--- config.mk ---
export PLATFORM = sky130hd
export DESIGN_NAME = shifting_array_list_top
export DESIGN_NICKNAME = d
export VERILOG_FILES = /design/src/hdl/sal_pkg.sv /design/src/hdl/sal_cell.sv /design/src/hdl/shifting_array_list_top.sv
export SDC_FILE = /design/constraint.sdc
export NUM_CORES = 2
export LEC_CHECK = 0
export BUFFER_PORTS_ARGS = -buffer_cell sky130_fd_sc_hd__buf_2
export CAP_MARGIN = 25
export CORE_UTILIZATION = 59
export CTS_BUF_LIST = sky130_fd_sc_hd__clkbuf_4 sky130_fd_sc_hd__clkbuf_8 sky130_fd_sc_hd__clkbuf_16
export DETAILED_ROUTE_END_ITERATION = 12
export GPL_TIMING_DRIVEN = 0
export PLACE_DENSITY = 0.76
export SYNTH_ARGS = -nofsm -noshare
export SYNTH_HDL_FRONTEND = slang
export SYNTH_SLANG_ARGS = --single-unit
--- constraint.sdc ---
create_clock -name clk_i -period 6.9 [get_ports clk_i]
set_clock_uncertainty 0.1 [all_clocks]
set_input_delay 0 -clock clk_i [delete_from_list [all_inputs] [get_ports clk_i]]
set_output_delay 0 -clock clk_i [all_outputs]
set_load 0.005 [all_outputs]
--- src/hdl/sal_pkg.sv ---
// shared types and constants for the shifting array list
`timescale 1ns / 1ps
package sal_pkg;

  localparam int CAPACITY = 16;
  localparam int CNT_W    = $clog2(CAPACITY + 1);
  localparam int POS_W    = 4;
  localparam int CMP_W    = (CNT_W > POS_W) ? CNT_W : POS_W;
  localparam int RD_N     = (CAPACITY < (1 << POS_W)) ? CAPACITY : (1 << POS_W);
  localparam int WORD_W   = 32;
  localparam int CMD_W    = 3;
  localparam int STAT_W   = 2;
  localparam int OCNT_W   = 5;

  typedef enum logic [CMD_W-1:0] {
    CMD_INS_FRONT = 3'd0,
    CMD_INS_POS   = 3'd1,
    CMD_INS_BACK  = 3'd2,
    CMD_REM_FRONT = 3'd3,
    CMD_REM_POS   = 3'd4,
    CMD_REM_BACK  = 3'd5
  } cmd_e;

  typedef enum logic [STAT_W-1:0] {
    ST_DONE   = 2'd0,
    ST_FULL   = 2'd1,
    ST_EMPTY  = 2'd2,
    ST_BADPOS = 2'd3
  } status_e;

  typedef enum logic [1:0] {
    OP_NONE = 2'd0,
    OP_INS  = 2'd1,
    OP_REM  = 2'd2
  } op_e;

  // broadcast to every cell each cycle
  typedef struct packed {
    op_e               op;
    logic [CNT_W-1:0]  at;
    logic [CNT_W-1:0]  cnt;
    logic [WORD_W-1:0] word;
  } sal_ctl_t;

endpackage

--- src/hdl/sal_cell.sv ---
// one list slot: holds a word, loads it or takes a neighbor's word
`timescale 1ns / 1ps
module sal_cell
  import sal_pkg::*;
(
  input  logic              clk_i,
  input  logic [CNT_W-1:0]  idx_i,
  input  sal_ctl_t          ctl_i,
  input  logic [WORD_W-1:0] left_i,
  input  logic [WORD_W-1:0] right_i,
  output logic [WORD_W-1:0] data_o
);

  logic [WORD_W-1:0] data_q, data_d;

  always_comb begin
    data_d = data_q;
    case (ctl_i.op)
      OP_INS: begin
        if (idx_i == ctl_i.at) begin
          data_d = ctl_i.word;
        end else if ((idx_i > ctl_i.at) && (idx_i <= ctl_i.cnt)) begin
          data_d = left_i;
        end
      end
      OP_REM: begin
        // close the gap: take the word from above
        if ((idx_i >= ctl_i.at) && ((idx_i + CNT_W'(1)) < ctl_i.cnt)) begin
          data_d = right_i;
        end
      end
      default: data_d = data_q;
    endcase
  end

  always_ff @(posedge clk_i) begin
    data_q <= data_d;
  end

  assign data_o = data_q;

endmodule

--- src/hdl/shifting_array_list_top.sv ---
// top level of the shifting array list: command decode, cell row, read-out
`timescale 1ns / 1ps
// ordered list of up to CAPACITY signed words held in a row of cells
// usage:
//   - drive command_i, position_i, value_i and raise start; the item is
//     taken at the clock edge where start is high and busy is low
//   - busy stays low: every cell moves its word in the same cycle, so a
//     new item may be given on every clock
//   - in the cycle after the item is taken, done_o pulses for one cycle with
//     status_o, item_count_o, empty_flag_o, full_flag_o and read_value_o
//     describing the list after that item
//   - throughput 1 item per cycle; the shift of the whole row is one
//     register update, the read-out is a 16-way mux from the cell
//     registers
//   - the receiver cannot stall; each result is valid only while done_o
//     is high
//   - rejected items (full, empty, bad position) leave the list unchanged
//   - unknown commands change nothing and still give a read-out
//   - reset clears the count and the strobe; cell contents are not reset
//     and are only read below the count
module shifting_array_list_top
  import sal_pkg::*;
(
  input  logic                     clk_i,
  input  logic                     rst_ni,
  input  logic                     start,
  output logic                     busy,
  input  logic [CMD_W-1:0]         command_i,
  input  logic [POS_W-1:0]         position_i,
  input  logic signed [WORD_W-1:0] value_i,
  output logic                     done_o,
  output logic [STAT_W-1:0]        status_o,
  output logic [OCNT_W-1:0]        item_count_o,
  output logic                     empty_flag_o,
  output logic                     full_flag_o,
  output logic signed [WORD_W-1:0] read_value_o
);

  // handshake
  logic accept;
  assign busy   = 1'b0;
  assign accept = start && !busy;

  // list count and result registers
  logic [CNT_W-1:0] count_q, count_d;
  logic             done_q;
  status_e          status_q, status_d;
  logic [POS_W-1:0] pos_q;

  logic             is_full, is_empty;
  logic [CMP_W-1:0] pos_ext, cnt_ext;
  sal_ctl_t         ctl;

  assign is_full  = (count_q == CNT_W'(CAPACITY));
  assign is_empty = (count_q == '0);
  assign pos_ext  = CMP_W'(position_i);
  assign cnt_ext  = CMP_W'(count_q);

  // decode: status, new count and the shift order for the cells
  always_comb begin
    status_d = ST_DONE;
    count_d  = count_q;
    ctl.op   = OP_NONE;
    ctl.at   = '0;
    ctl.cnt  = count_q;
    ctl.word = value_i;
    case (cmd_e'(command_i))
      CMD_INS_FRONT, CMD_INS_POS, CMD_INS_BACK: begin
        if (is_full) begin
          status_d = ST_FULL;
        end else if ((cmd_e'(command_i) == CMD_INS_POS) && (pos_ext > cnt_ext)) begin
          status_d = ST_BADPOS;
        end else begin
          ctl.op  = OP_INS;
          count_d = count_q + CNT_W'(1);
          if (cmd_e'(command_i) == CMD_INS_BACK) begin
            ctl.at = count_q;
          end else if (cmd_e'(command_i) == CMD_INS_POS) begin
            ctl.at = CNT_W'(pos_ext);
          end
        end
      end
      CMD_REM_FRONT, CMD_REM_POS, CMD_REM_BACK: begin
        if (is_empty) begin
          status_d = ST_EMPTY;
        end else if ((cmd_e'(command_i) == CMD_REM_POS) && (pos_ext >= cnt_ext)) begin
          status_d = ST_BADPOS;
        end else begin
          count_d = count_q - CNT_W'(1);
          // removing the last one needs no shift
          if (cmd_e'(command_i) == CMD_REM_FRONT) begin
            ctl.op = OP_REM;
          end else if (cmd_e'(command_i) == CMD_REM_POS) begin
            ctl.op = OP_REM;
            ctl.at = CNT_W'(pos_ext);
          end
        end
      end
      default: status_d = ST_DONE;
    endcase
    if (!accept) begin
      ctl.op  = OP_NONE;
      count_d = count_q;
    end
  end

  // cell row
  sal_ctl_t          ctl_cell;
  logic [WORD_W-1:0] cell_data [CAPACITY];

  assign ctl_cell = ctl;

  for (genvar g = 0; g < CAPACITY; g++) begin : g_cell
    logic [WORD_W-1:0] left_w, right_w;
    if (g == 0) begin : g_first
      assign left_w = '0;
    end else begin : g_mid_l
      assign left_w = cell_data[g-1];
    end
    if (g == CAPACITY - 1) begin : g_last
      assign right_w = '0;
    end else begin : g_mid_r
      assign right_w = cell_data[g+1];
    end
    sal_cell u_cell (
      .clk_i   (clk_i),
      .idx_i   (CNT_W'(g)),
      .ctl_i   (ctl_cell),
      .left_i  (left_w),
      .right_i (right_w),
      .data_o  (cell_data[g])
    );
  end

  always_ff @(posedge clk_i or negedge rst_ni) begin
    if (!rst_ni) begin
      count_q <= '0;
      done_q  <= 1'b0;
    end else begin
      count_q <= count_d;
      done_q  <= accept;
    end
  end

  // payload side of the result, no reset needed
  always_ff @(posedge clk_i) begin
    if (accept) begin
      status_q <= status_d;
      pos_q    <= position_i;
    end
  end

  // read-out from the row after the step
  logic [WORD_W-1:0] rd_word;
  always_comb begin
    rd_word = '0;
    for (int i = 0; i < RD_N; i++) begin
      if (pos_q == POS_W'(i)) begin
        rd_word = cell_data[i];
      end
    end
    if (CMP_W'(pos_q) >= CMP_W'(count_q)) begin
      rd_word = '0;
    end
  end

  assign done_o       = done_q;
  assign status_o     = status_q;
  assign item_count_o = OCNT_W'(count_q);
  assign empty_flag_o = is_empty;
  assign full_flag_o  = is_full;
  assign read_value_o = rd_word;

`ifndef ASSERT_OFF
  a_cnt_bound: assert property (@(posedge clk_i) disable iff (!rst_ni)
    count_q <= CNT_W'(CAPACITY))
    else $error("count above capacity");

  a_done_follows: assert property (@(posedge clk_i) disable iff (!rst_ni)
    accept |=> done_o)
    else $error("missing result strobe");

  a_ins_grows: assert property (@(posedge clk_i) disable iff (!rst_ni)
    (accept && ctl.op == OP_INS) |=> (count_q == $past(count_q) + CNT_W'(1)))
    else $error("insert did not grow the list");

  a_reject_hold: assert property (@(posedge clk_i) disable iff (!rst_ni)
    (accept && status_d != ST_DONE) |=> $stable(count_q))
    else $error("rejected item changed the count");
`endif

endmodule

Word-level counts from Yosys, hierarchy flattened

Index checks and enable logic that the tools add are counted.

Logic and storage cells: 324
Memory bits (writable): 0
Flip-flop bits (word level): 524
Output and inout bits: 43
Bits in read-only memories: 0
Input bits: 42
Bits in latches: 0
Memories: 0

Bitwise gates (word level): 0
Eq/ne operators: 74
$add $sub $neg: 2
Multiply operators: 0
Divide/modulo/power cells: 0
Shift operators: 0
Order comparisons: 67
Reduce and logical (&&, ||, !) cells: 59
Mux-type cells: 102

Operators with widths:

| operator             | number |
|---|---|
| $mux W32             | 65 |
| $pmux W32 S2         | 16 |
| $ne A3 B1 Y1 const B | 16 |
| $reduce_and A3 Y1    | 16 |
| $eq A4 B5 Y1 const A | 8 |
| $ge A4 B5 Y1 const A | 8 |
| $gt A4 B5 Y1 const A | 8 |
| $le A4 B5 Y1 const A | 8 |
| $lt A4 B5 Y1 const A | 8 |
| $logic_and A1 B1 Y1  | 34 |
| $eq A4 B4 Y1 const B | 8 |
| $ne A2 B1 Y1 const B | 16 |
| $mux W5              | 6 |
| $mux W7              | 3 |
| $eq A3 B5 Y1 const A | 4 |
| $ge A3 B5 Y1 const A | 4 |
| $gt A3 B5 Y1 const A | 4 |
| $le A3 B5 Y1 const A | 4 |
| $lt A3 B5 Y1 const A | 4 |
| $eq A4 B3 Y1 const B | 4 |
| $pmux W7 S2          | 1 |
| $mux W2              | 6 |
| $mux W6              | 2 |
| $eq A2 B5 Y1 const A | 2 |
| 32 further kinds     | 49 |

Depth between registers and ports, before layout

Depth after elaboration: 18
Gate-level depth with buffers: 17
Mapped depth without buffers: 14

Cells and area by module

Synthesis repeated with hierarchy kept, for this count alone.

Cells, all modules: 3906
Area, all modules: 39196.3 µm²

Modules (own cells, without submodules):

| module                          | area each (µm²) | cells an instance | instances | sequential area each (µm²) |
|---|---|---|---|---|
| sal_cell (g_cell[0].u_cell ...) | 2067.0          | 192               | 13        | 960.9 |
| sal_cell (g_cell[7].u_cell ...) | 2055.7          | 190               | 3         | 960.9 |
| shifting_array_list_top         | 6158.4          | 840               | 1         | 330.3 |

Least setup slack after synthesis

Ideal clock, no wire load.

Path kind: flip-flop to flip-flop
Start point: register count_q[1], in the netlist item_count_o[1]
End point: register g_cell[1].u_cell.data_q[0] (enable)
Required time: 6320 ps
Arrival time: 5574 ps
Stages on the path, launching flop included: 16
Setup time: 480 ps
Period minus slack after synthesis: 6155 ps
Path slack: 745 ps
Buffers on the path: 4
Path through: dfrtp_1 > clkbuf_1 > inv_1 > ha_1 > and3_1 > a221oi_2 > nor2_1 > o21ai_0 > and2_1 > inv_1 > ha_1 > clkbuf_1 > clkbuf_1 > clkbuf_1 > a21boi_0 > a311oi_1

Word-level cells in the longest chain between the ends: 9
Elaborated cells on any way between the ends: 26
Classes of those cells: order compare (6); eq/ne (6); mux (7); reduce/logical (7)

Ends and longest elaborated chain:

| element                                                     | line                                                         | RTL |
|---|---|---|
| from (decl)                                                 | shifting_array_list_top.sv:45                                | `logic [CNT_W-1:0] count_q, count_d;` |
| from (signal assigned)                                      | shifting_array_list_top.sv:140                               | `count_q <= count_d;` |
| $ge A4 B5 Y1 or $gt A4 B5 Y1 (tied branches)                | shifting_array_list_top.sv:86, shifting_array_list_top.sv:71 |  |
| $logic_and A1 B1 Y1, on equally long branches               | shifting_array_list_top.sv:86, shifting_array_list_top.sv:71 |  |
| $mux W7 or $mux W6 (tied branches)                          | shifting_array_list_top.sv:86, shifting_array_list_top.sv:71 |  |
| $mux W7 or $mux W6 (tied branches)                          | shifting_array_list_top.sv:84, shifting_array_list_top.sv:69 |  |
| $pmux W7 S2                                                 | shifting_array_list_top.sv:67                                | `case (cmd_e'(command_i))` |
| $gt A1 B5 Y1, or another cell as far along                  | sal_cell.sv:22                                               | `end else if ((idx_i > ctl_i.at) && (idx_i <= ctl_i.cnt)) begin` |
| $logic_and A1 B1 Y1, or another cell as far along           | sal_cell.sv:22                                               |  |
| $ne A3 B1 Y1 (no source line), or another cell as far along | n/a                                                          |  |
| $reduce_and A3 Y1 (no source line) (*)                      | n/a                                                          |  |
| to (signal assigned)                                        | sal_cell.sv:37                                               | `data_q <= data_d;` |
| to (decl)                                                   | sal_cell.sv:14                                               | `logic [WORD_W-1:0] data_q, data_d;` |

Every way passes the cells marked *; elsewhere a longest branch is shown, timed or not.
A chain may end at the register's enable or synchronous reset.

Final worst setup path

Start point: register count_q[1], in the netlist item_count_o[1]
End point: register g_cell[2].u_cell.data_q[22] (enable)

Word-level cells in the longest chain between the ends: 9
Elaborated cells on any way between the ends: 26
Classes of those cells: order compare (6); eq/ne (6); mux (7); reduce/logical (7)

Ends and longest elaborated chain:

| element                                                     | line |
|---|---|
| $ge A4 B5 Y1 or $gt A4 B5 Y1 (tied branches)                | shifting_array_list_top.sv:86, shifting_array_list_top.sv:71 |
| $logic_and A1 B1 Y1, on equally long branches               | shifting_array_list_top.sv:86, shifting_array_list_top.sv:71 |
| $mux W7 or $mux W6 (tied branches)                          | shifting_array_list_top.sv:86, shifting_array_list_top.sv:71 |
| $mux W7 or $mux W6 (tied branches)                          | shifting_array_list_top.sv:84, shifting_array_list_top.sv:69 |
| $pmux W7 S2                                                 | shifting_array_list_top.sv:67 |
| $gt A2 B5 Y1, or another cell as far along                  | sal_cell.sv:22 |
| $logic_and A1 B1 Y1, or another cell as far along           | sal_cell.sv:22 |
| $ne A3 B1 Y1 (no source line), or another cell as far along | n/a |
| $reduce_and A3 Y1 (no source line) (*)                      | n/a |
| to (signal assigned)                                        | sal_cell.sv:37 |
| to (decl)                                                   | sal_cell.sv:14 |

Marks and branches as above.

==> qor.txt <==
Clock Tree Buf Depth = 3
fin area = 0.0357 mm²
status = complete, no violations
area of the mapped netlist = 0.0314 mm²
worst-margin pin slew = 1240 ps
Global Route Usage Sum = 0.512
final period utilization = 0.993
Synth async-reset ratio = 0.0115
Worst Path Arrival = 7120 ps
vias in the first global route = 27,144
met2 wire len = 55,800 µm
global route overflow = 0
area grow syn2layout = 13.7%
Clock Pin Slew Worst Setup and Hold Paths = 60 ps
WL/cell = 35.0 µm
port buffer count = 81
required time worst endpoint = 7170 ps
WL final = 140,000 µm
post-synthesis simple-gate area fraction = 0.106
post-synthesis mux area share = 0.180
routed wl met3 = 26,400 µm
Pwr Total = 0.0110 W
RSZ-0062 raised after global routing = no
Vert. Die Dim = 233 µm
Starting DRT DRC Count = 5,671
setup TNS = 0 ps
post-CTS setup buffer count = 0
largest family of logic cells by synthesized area = multiplexers
critical path launch point type = flop
CTS H-Tree Depth = 2
Initial Util = 0.598
Synth Area per Inst = 10.3 µm²
xor-xnor portion of the synthesized cell area = 0.00139
leading cell type in the layout, fill and taps excluded = nand2_1
EDFF count, synth = 518
clock root cell = clkbuf_16
CTS tree = yes
Rows = 84
Synth Register Bits = 524
CP endpoint kind = flop
leak pwr = 12.5 nW
Final min period = 6850 ps
pre-CTS setup slack = 266 ps
worst-skew pair later-pin latency = 640 ps
max frequency = 0.146 GHz
dominant synthesized flop cell = edfxtp_1
TritonRoute pass-1 iters = 8
Distinct cells, synth = 75
Slew Viols, Final = 0
Synth Area in Compound Gates = 0.165
Util after Layout = 0.680
Vias = 29,391
kind of critical path = flop to flop
ratio of cells with drive above 1 in the final layout = 0.0999
Slew headroom = 0.172
wire length on met1 = 49,600 µm
pin count of the biggest net entering global routing = 33
Hold Path Class = input pin to flop
core area = 0.0526 mm²
top sig layer = met5
Reg2Reg Setup Slack = 50 ps
setup slack after layout = 45.5 ps
Synthesis Warnings = 0
sequential share of the synthesized area = 0.500
pwr dens = 309 mW/mm²
post-route ant nets = 0
CTS Buf Count = 56
final hold vios = 0
initial antenna violation count = 4
peak supply drop = 286 µV
Die ar. = 0.0542 mm²
gpl congestion = 1.08
most frequent cells in the layout = nand2_1, edfxtp_1, mux2i_1, o21ai_0, clkbuf_1
post-synthesis cell count = 3,058
I/O pin count = 85
global-route wire length before repair = 195,000 µm
nets@finish = 3,336
drt drc = 0
post-DP HPWL = 106,000 µm
Syn Nets = 3,115
via/cell ratio = 7.32
Area after DPL = 0.0335 mm²
DIE WIDTH = 233 µm
Crit Path Max Fanout = 19
clk sinks = 524
Layout fillers = 4,043
adder-cell share of the synthesized area = 0.00598
max-cap viol count = 0
Final Setup Violations = 0
[state kept, by name (all words and copies together) (netlist names)]
name / cells
g_cell.u_cell.data_o: 512
pos_q: 4
done_o: 1
status_o: 2
item_count_o: 5
[critical path, stage by stage, from the launching register on]
cell	delay (ps)
dfrtp_1	420
clkbuf_1	390
inv_1	320
ha_1	400
a21o_1	170
a21o_1	170
a21oi_1	370
nor2_1	110
o32ai_1	350
and3_1	210
ha_1	450
clkbuf_1	620
clkbuf_1	760
clkbuf_1	870
a21oi_1	210
nand2_1	180
a21oi_4	150
buf_16	300
[path summary, 6_finish.rpt]
path / start / endpoint / cells after the start
min in group asynchronous: rst_ni / item_count_o[0]$_DFFE_PN0P_ / 3
max in group asynchronous: rst_ni / done_o$_DFF_PN0_ / 3
min: command_i[0] / item_count_o[1]$_DFFE_PN0P_ / 5
max reg2reg: item_count_o[1]$_DFFE_PN0P_ / g_cell[2].u_cell.data_o[22]$_DFFE_PP_ / 17
min reg2reg: g_cell[15].u_cell.data_o[21]$_SDFFCE_PP0P_ / g_cell[14].u_cell.data_o[21]$_DFFE_PP_ / 2
max: item_count_o[1]$_DFFE_PN0P_ / g_cell[2].u_cell.data_o[22]$_DFFE_PP_ / 17
[kinds of logic (layout without fill, tap and decap cells)]
logic type / Yosys count / after routing
AOI/OAI and AO/OA: 882 / 882
xor gates and xnor gates: 5 / 5
DFF: 524 / 524
buffers and inverters: 296 / 562
adders and majority gates: 15 / 15
muxes: 537 / 537
other: 1 / 2
and+or+nand+nor: 798 / 798
[where the power goes]
group | total (W) | switching, W | internal, W
Sequential | 0.00492 | 0.000582 | 0.00433
Combinational | 0.00308 | 0.00206 | 0.00102
Clock | 0.00303 | 0.00136 | 0.00167
Total | 0.0110 | 0.00400 | 0.00703
[synth_stat cells, drive strengths merged, types with 4 or more instances]
cell | instances | area, µm²
nor2b | 13 | 81.3
a22oi | 76 | 576
nor3 | 10 | 71.3
o21ai | 553 | 2770
a221o | 5 | 50.1
and3 | 4 | 25.0
nand2b | 11 | 68.8
and2 | 7 | 43.8
o31ai | 6 | 45.0
nand2 | 603 | 2270
mux2i | 507 | 5070
a2bb2oi | 4 | 35.0
o221ai | 12 | 111
a21o | 6 | 45.0
nand3 | 20 | 105
a311oi | 4 | 35.0
ha | 15 | 188
clkbuf | 212 | 796
nor3b | 6 | 45.0
a22o | 9 | 78.8
dfrtp | 6 | 150
o2111ai | 5 | 43.8
o22ai | 31 | 194
nand4 | 11 | 68.8
o22a | 5 | 43.8
a21oi | 75 | 375
nor4b | 4 | 41.3
xnor2 | 5 | 43.8
mux2 | 9 | 101
a221oi | 28 | 251
edfxtp | 518 | 15600
nor2 | 91 | 342
a31oi | 9 | 56.3
mux4 | 21 | 473
a32oi | 6 | 52.6
a222oi | 6 | 60.1
a211oi | 21 | 158
buf | 65 | 429
or2 | 4 | 25.0
inv | 19 | 71.3
[metal layers]
layer,global-route usage,vias up
li1,-,11855
met3,0.227,561
met4,0.267,8
met5,0,-
met1,0.687,13805
met2,0.693,3162
[what timing repair did]
action,in CTS,in global routing
setup endpoints to repair,0,58
hold buffers,43,0
hold endpoints to repair,216,0
gates resized for setup,0,3
[metrics by stage]
| step | cells | hold WS, ps |
|---|---|---|
| global placement | 3827 | -280 |
| CTS | 4007 | 12.3 |
| floorplan | 3058 | -396 |
| global route | 4012 | 95.2 |
| detailed placement | 3861 | -268 |
| finish | 4013 | 50.0 |
[area by class of cell]
class,count,area [µm²],share of cell area
Tap cell,688,861,0.0241
Antenna cell,1,2.50,0.0000701
Clock buffer,74,1570,0.0440
Multi-Input combinational cell,2238,14600,0.408
Sequential cell,524,15700,0.440
Buffer,277,1230,0.0343
Inverter,19,71.3,0.00200
Timing Repair Buffer,163,1510,0.0422
Clock inverter,29,189,0.00529
Power figures use the tool's default switching activity.
